[src/hw/rtl/first_fit_heap_allocator_core_defines.svh]
// ----------------------------------------------------------------------------
// first_fit_heap_allocator_core_defines
// Assertion macros used by the allocator datapath. Each macro samples on clk
// and is disabled while rst_n is low.
// ----------------------------------------------------------------------------
`ifndef FIRST_FIT_HEAP_ALLOCATOR_CORE_DEFINES_SVH
`define FIRST_FIT_HEAP_ALLOCATOR_CORE_DEFINES_SVH

// Same-cycle implication: cond must hold whenever trig holds.
`define FFHA_ASSERT_IMPL(label, trig, cond) \
    label: assert property (@(posedge clk) disable iff (!rst_n) (trig) |-> (cond)) \
        else $error("allocator assertion failed");

// Next-cycle implication: cond must hold in the cycle after trig.
`define FFHA_ASSERT_NEXT(label, trig, cond) \
    label: assert property (@(posedge clk) disable iff (!rst_n) (trig) |=> (cond)) \
        else $error("allocator assertion failed");

`endif

[src/hw/rtl/ffha_pkg.sv]
// ----------------------------------------------------------------------------
// ffha_pkg
// Types, sizes and codes shared by the first-fit heap allocator modules.
// ----------------------------------------------------------------------------
package ffha_pkg;

    localparam int HEAP_BYTES   = 2 * 1024 * 1024;
    localparam int HEADER_BYTES = 12;
    localparam int MAX_BLOCKS   = 256;

    localparam int REQ_W  = 21;
    localparam int OFF_W  = 21;
    localparam int STAT_W = 2;

    localparam int START_W = $clog2(HEAP_BYTES);
    localparam int TOP_W   = $clog2(HEAP_BYTES + 1);
    localparam int IDX_W   = $clog2(MAX_BLOCKS);
    localparam int CNT_W   = $clog2(MAX_BLOCKS + 1);
    localparam int END_W   = ((TOP_W > REQ_W) ? TOP_W : REQ_W) + 2;

    localparam int IN_DATA_W  = ((REQ_W + OFF_W + 7) / 8) * 8;
    localparam int OUT_FLD_W  = STAT_W + OFF_W + REQ_W;
    localparam int OUT_DATA_W = ((OUT_FLD_W + 7) / 8) * 8;
    localparam int OUT_PAD_W  = OUT_DATA_W - OUT_FLD_W;

    localparam logic FUNC_ALLOC = 1'b0;
    localparam logic FUNC_FREE  = 1'b1;

    typedef logic [START_W-1:0] start_t;
    typedef logic [REQ_W-1:0]   size_t;
    typedef logic [OFF_W-1:0]   off_t;
    typedef logic [TOP_W-1:0]   top_t;
    typedef logic [END_W-1:0]   end_t;
    typedef logic [IDX_W-1:0]   idx_t;
    typedef logic [CNT_W-1:0]   cnt_t;

    typedef enum logic [STAT_W-1:0] {
        STATUS_OK      = 2'd0,
        STATUS_NULL    = 2'd1,
        STATUS_SPACE   = 2'd2,
        STATUS_UNKNOWN = 2'd3
    } status_t;

    typedef struct packed {
        start_t start;
        size_t  size;
        logic   is_free;
    } entry_t;

    typedef enum logic [2:0] {
        FIN_REJECT,
        FIN_REUSE,
        FIN_APPEND,
        FIN_FREE_HIT,
        FIN_UNKNOWN
    } fin_kind_t;

    typedef enum logic [1:0] {
        CTRL_IDLE,
        CTRL_SCAN,
        CTRL_FINISH
    } ctrl_state_t;

    typedef struct packed {
        logic      start;
        logic      scan;
        logic      finish;
        fin_kind_t kind;
    } cmd_t;

    typedef struct packed {
        logic in_reject;
        logic op_free;
        logic hit;
        logic exhausted;
        logic out_free;
    } stat_t;

endpackage

[src/hw/rtl/ffha_ctrl.sv]
// ----------------------------------------------------------------------------
// ffha_ctrl
// Allocator controller: accepts an item, runs the table scan and picks the
// closing action for the datapath.
// ----------------------------------------------------------------------------
module ffha_ctrl
(
    input  logic            clk,
    input  logic            rst_n,
    input  logic            s_tvalid,
    output logic            s_tready,
    input  ffha_pkg::stat_t stat,
    output ffha_pkg::cmd_t  cmd
);

    ffha_pkg::ctrl_state_t state_reg, state_next;
    ffha_pkg::fin_kind_t   kind_reg, kind_next;

    always_ff @(posedge clk or negedge rst_n)
    begin
        if (!rst_n)
        begin
            state_reg <= ffha_pkg::CTRL_IDLE;
            kind_reg  <= ffha_pkg::FIN_REJECT;
        end
        else
        begin
            state_reg <= state_next;
            kind_reg  <= kind_next;
        end
    end

    always_comb
    begin
        state_next = state_reg;
        kind_next  = kind_reg;
        s_tready   = 1'b0;
        cmd.start  = 1'b0;
        cmd.scan   = 1'b0;
        cmd.finish = 1'b0;
        cmd.kind   = kind_reg;
        case (state_reg)
            ffha_pkg::CTRL_IDLE:
            begin
                s_tready = 1'b1;
                if (s_tvalid)
                begin
                    cmd.start = 1'b1;
                    if (stat.in_reject)
                    begin
                        kind_next  = ffha_pkg::FIN_REJECT;
                        state_next = ffha_pkg::CTRL_FINISH;
                    end
                    else
                    begin
                        state_next = ffha_pkg::CTRL_SCAN;
                    end
                end
            end
            ffha_pkg::CTRL_SCAN:
            begin
                cmd.scan = 1'b1;
                if (stat.hit)
                begin
                    kind_next  = stat.op_free ? ffha_pkg::FIN_FREE_HIT : ffha_pkg::FIN_REUSE;
                    state_next = ffha_pkg::CTRL_FINISH;
                end
                else if (stat.exhausted)
                begin
                    kind_next  = stat.op_free ? ffha_pkg::FIN_UNKNOWN : ffha_pkg::FIN_APPEND;
                    state_next = ffha_pkg::CTRL_FINISH;
                end
            end
            ffha_pkg::CTRL_FINISH:
            begin
                // Hold until the output register can take the result.
                if (stat.out_free)
                begin
                    cmd.finish = 1'b1;
                    state_next = ffha_pkg::CTRL_IDLE;
                end
            end
            default:
            begin
                state_next = ffha_pkg::CTRL_IDLE;
            end
        endcase
    end

endmodule

[config.mk]
export PLATFORM = sky130hd
export DESIGN_NAME = ffha_ctrl
export DESIGN_NICKNAME = d
export VERILOG_FILES = /design/src/hw/rtl/first_fit_heap_allocator_core_defines.svh /design/src/hw/rtl/ffha_pkg.sv /design/src/hw/rtl/ffha_ctrl.sv
export SDC_FILE = /design/constraint.sdc
export NUM_CORES = 1
export LEC_CHECK = 0
export ABC_AREA = 1
export BUFFER_PORTS_ARGS = -buffer_cell sky130_fd_sc_hd__buf_2
export CAP_MARGIN = 10
export CORE_AREA = 2 2 39 41
export CTS_BUF_LIST = sky130_fd_sc_hd__clkbuf_4
export DETAILED_ROUTE_END_ITERATION = 10
export DIE_AREA = 0 0 41 43
export MAX_ROUTING_LAYER = met4
export PLACE_DENSITY = 0.48
export SETUP_SLACK_MARGIN = 0.5
export SYNTH_ARGS = -nofsm -noshare
export SYNTH_HDL_FRONTEND = slang
export SYNTH_SLANG_ARGS = --single-unit
[constraint.sdc]
create_clock -name clk -period 1.15 [get_ports clk]
set_input_delay 0.115 -clock clk [delete_from_list [all_inputs] [get_ports clk]]
set_output_delay 0.115 -clock clk [all_outputs]
set_load 0.03 [all_outputs]
==> flow_summary.yaml <==
yosys:
  synth_common_cells: "nand2_1 (10), nor2_1 (6), dfrtp_1 (5)"
  synth_top_area_frac: 0.441
  syn-num-nets: 45
  yosysSeqAreaShare: 0.441
  ys_ff_latch: 5
  ys_types: 13
  netlist_area_um2: 284
  yosys_warnings: 0
  avgSynthCellArea_um2: 7.89
  synth_most_common_cell: "nand2_1"
  synth_edf_count: 0
  netlist_instances: 36
  synth_area_leaders: "dfrtp_1 (44%), nand2_1 (13%), nor2_1 (7.9%)"
  async_flop_share: 1.00
  ys.flop_type: "dfrtp_1"
  synth_largest_area_cell: "dfrtp_1"
power_and_ir_drop:
  p_total_mw: 1.62
  powerDensity_nw_per_um2: 2710
  peakVddDrop_mv: 0.759
  cellLeakagePower_nw: 0.307
worst_setup_path:
  reg2reg_depth: 6
  arrival_ps: 1040
  worstReg2RegEnd: "state_reg[1]"
  r2r-start: "state_reg[1]"
  worstSetupStartpoint: "state_reg[0]"
  cp-start-kind: "flip-flop"
  required_ps: 1030
  endpoint_kind: "output pin"
  crit_end: "s_tready"
  rrSetupSlack_ps: 50
  worstPathMaxFanout: 3
  path_class: "flip-flop to output pin"
cts:
  clock_latency_ps: 240
  clockBufferDepth: 2
  clk_pin_slew_ps: 40
  cts_tree: "done"
  clock-sinks: 5
  cts_inserted_buffers: 3
  h-tree-depth: 1
  clockRootBuffer: "clkbuf_4"
sta:
  setup_viol: 1
  fin_crit_ps: 1160
  slew_headroom: 0.766
  min_period_over_period: 1.01
  fin_skew_ps: 1.62
  rsz0062_at_grt: "yes"
  finalHoldViolations: 0
  timing.setup.tns_ps: -9.80
  fmaxAchievable_mhz: 862
  setup_slack_ps: -9.80
  drv_slew: 0
  holdWs_ps: 113
  tightest_slew_ps: 350
grt:
  antenna_found_initial: 0
  grt_usage: 0.0890
  grt_pass1_vias: 309
  overflow: 0
  grt_pass1_wl_um: 1070
  grt_max_degree: 6
placed_design:
  dp_hpwl_um: 506
  placed_cell_area_um2: 403
  placed_cells: 66
  dp_slack_ps: 97.9
  portBuffers: 14
  gp_congestion: 0.692
drt:
  vias: 319
  drc: 0
  detail_route.vias_per_cell: 4.04
  antenna_left: 0
  routedWlPerCell_um: 9.24
  drt_wl_total_um: 730
  drtPass1Iterations: 3
  drtIter0Drc: 2
job:
  drv_cap: 0
cells_and_area:
  largest_reg_flops: 3
  antenna_cells: 0
  drive_gt1_frac: 0.667
  nNetsFinal: 73
  layout.cells.non_filler: 79
  final_area_um2: 598
  synthToLayoutAreaGrowth_pct: 111
  fin_util: 0.432
floorplanning:
  rows: 14
  initial_core_util: 0.205
  die_y_um: 43
  io_pins: 15
  die-area_um2: 1760
  core_um2: 1380
  die_w_um: 41
min_path:
  hold_path_class: "input pin to flip-flop"
status:
  status: "finished with violations"
  violations: "negative setup slack"
per-layer routing:
layer / vias up / global-route usage / part of all wire
met1: 137 / 0.105 / 0.43
met2: 14 / 0.150 / 0.50
met5: - / - / 0
met4: 0 / 0.0400 / 0
li1: 168 / - / -
met3: 0 / 0 / 0.067
cells in the final DEF, fill, tap and decap left out, types with 2 or more instances in the layout:
cell	n
dfrtp_1	3
buf_2	7
inv_1	3
nand2_2	4
nand4_1	3
clkbuf_4	4
nor2_4	3
nor2_1	3
buf_6	11
dfrtp_2	2
buf_4	4
nand2_1	6
worst min path at each step:
stage,start,endpoint,slack (ps),cells past startpoint
3_3_place_gp,rst_n,kind_reg[2],-70,1
6_report,stat[2],kind_reg[0],110,3
2_1_floorplan,rst_n,kind_reg[0],-180,0
3_5_place_dp,rst_n,kind_reg[2],-70,1
5_1_grt,stat[2],kind_reg[0],150,3
4_1_cts,stat[2],kind_reg[0],110,3
power by group:
group	total (mW)	switching, mW	internal (mW)
sequential	0.321	0.0712	0.250
combinational	1.08	0.571	0.507
clock	0.223	0.0685	0.154
total	1.62	0.710	0.911
critical path, cell delays in order (launching register included):
cell and delay (ps):
dfrtp_2 440, buf_6 140, nor2_4 90, buf_6 140
logic make-up after synthesis:
kind of cell | after synthesis | share of synthesized area
adder cells (fa/ha/maj) | 1 | 0.0440
buffers and inverters | 5 | 0.0661
flip-flops | 5 | 0.441
AND/OR/NAND/NOR | 25 | 0.449
layout make-up:
type                    instances  area, um^2
fillers                       132         786
multi-input cells              26         200
repair buffers                 23         199
flip-flops and latches          5         128
clock buffers                   4        30.0
inverters                       5        21.3
well taps                      16        20.0
repair_timing:
action                                  in CTS  in global routing
gates resized for setup                     21                  6
cloned                                       0                  0
endpoints found under the setup margin      12                 12
hold buffers                                 1                  0
buffers inserted                             7                  1
pin swaps                                    7                  2
endpoints found under the hold margin        5                  0
(Power assumes the default switching activity.)
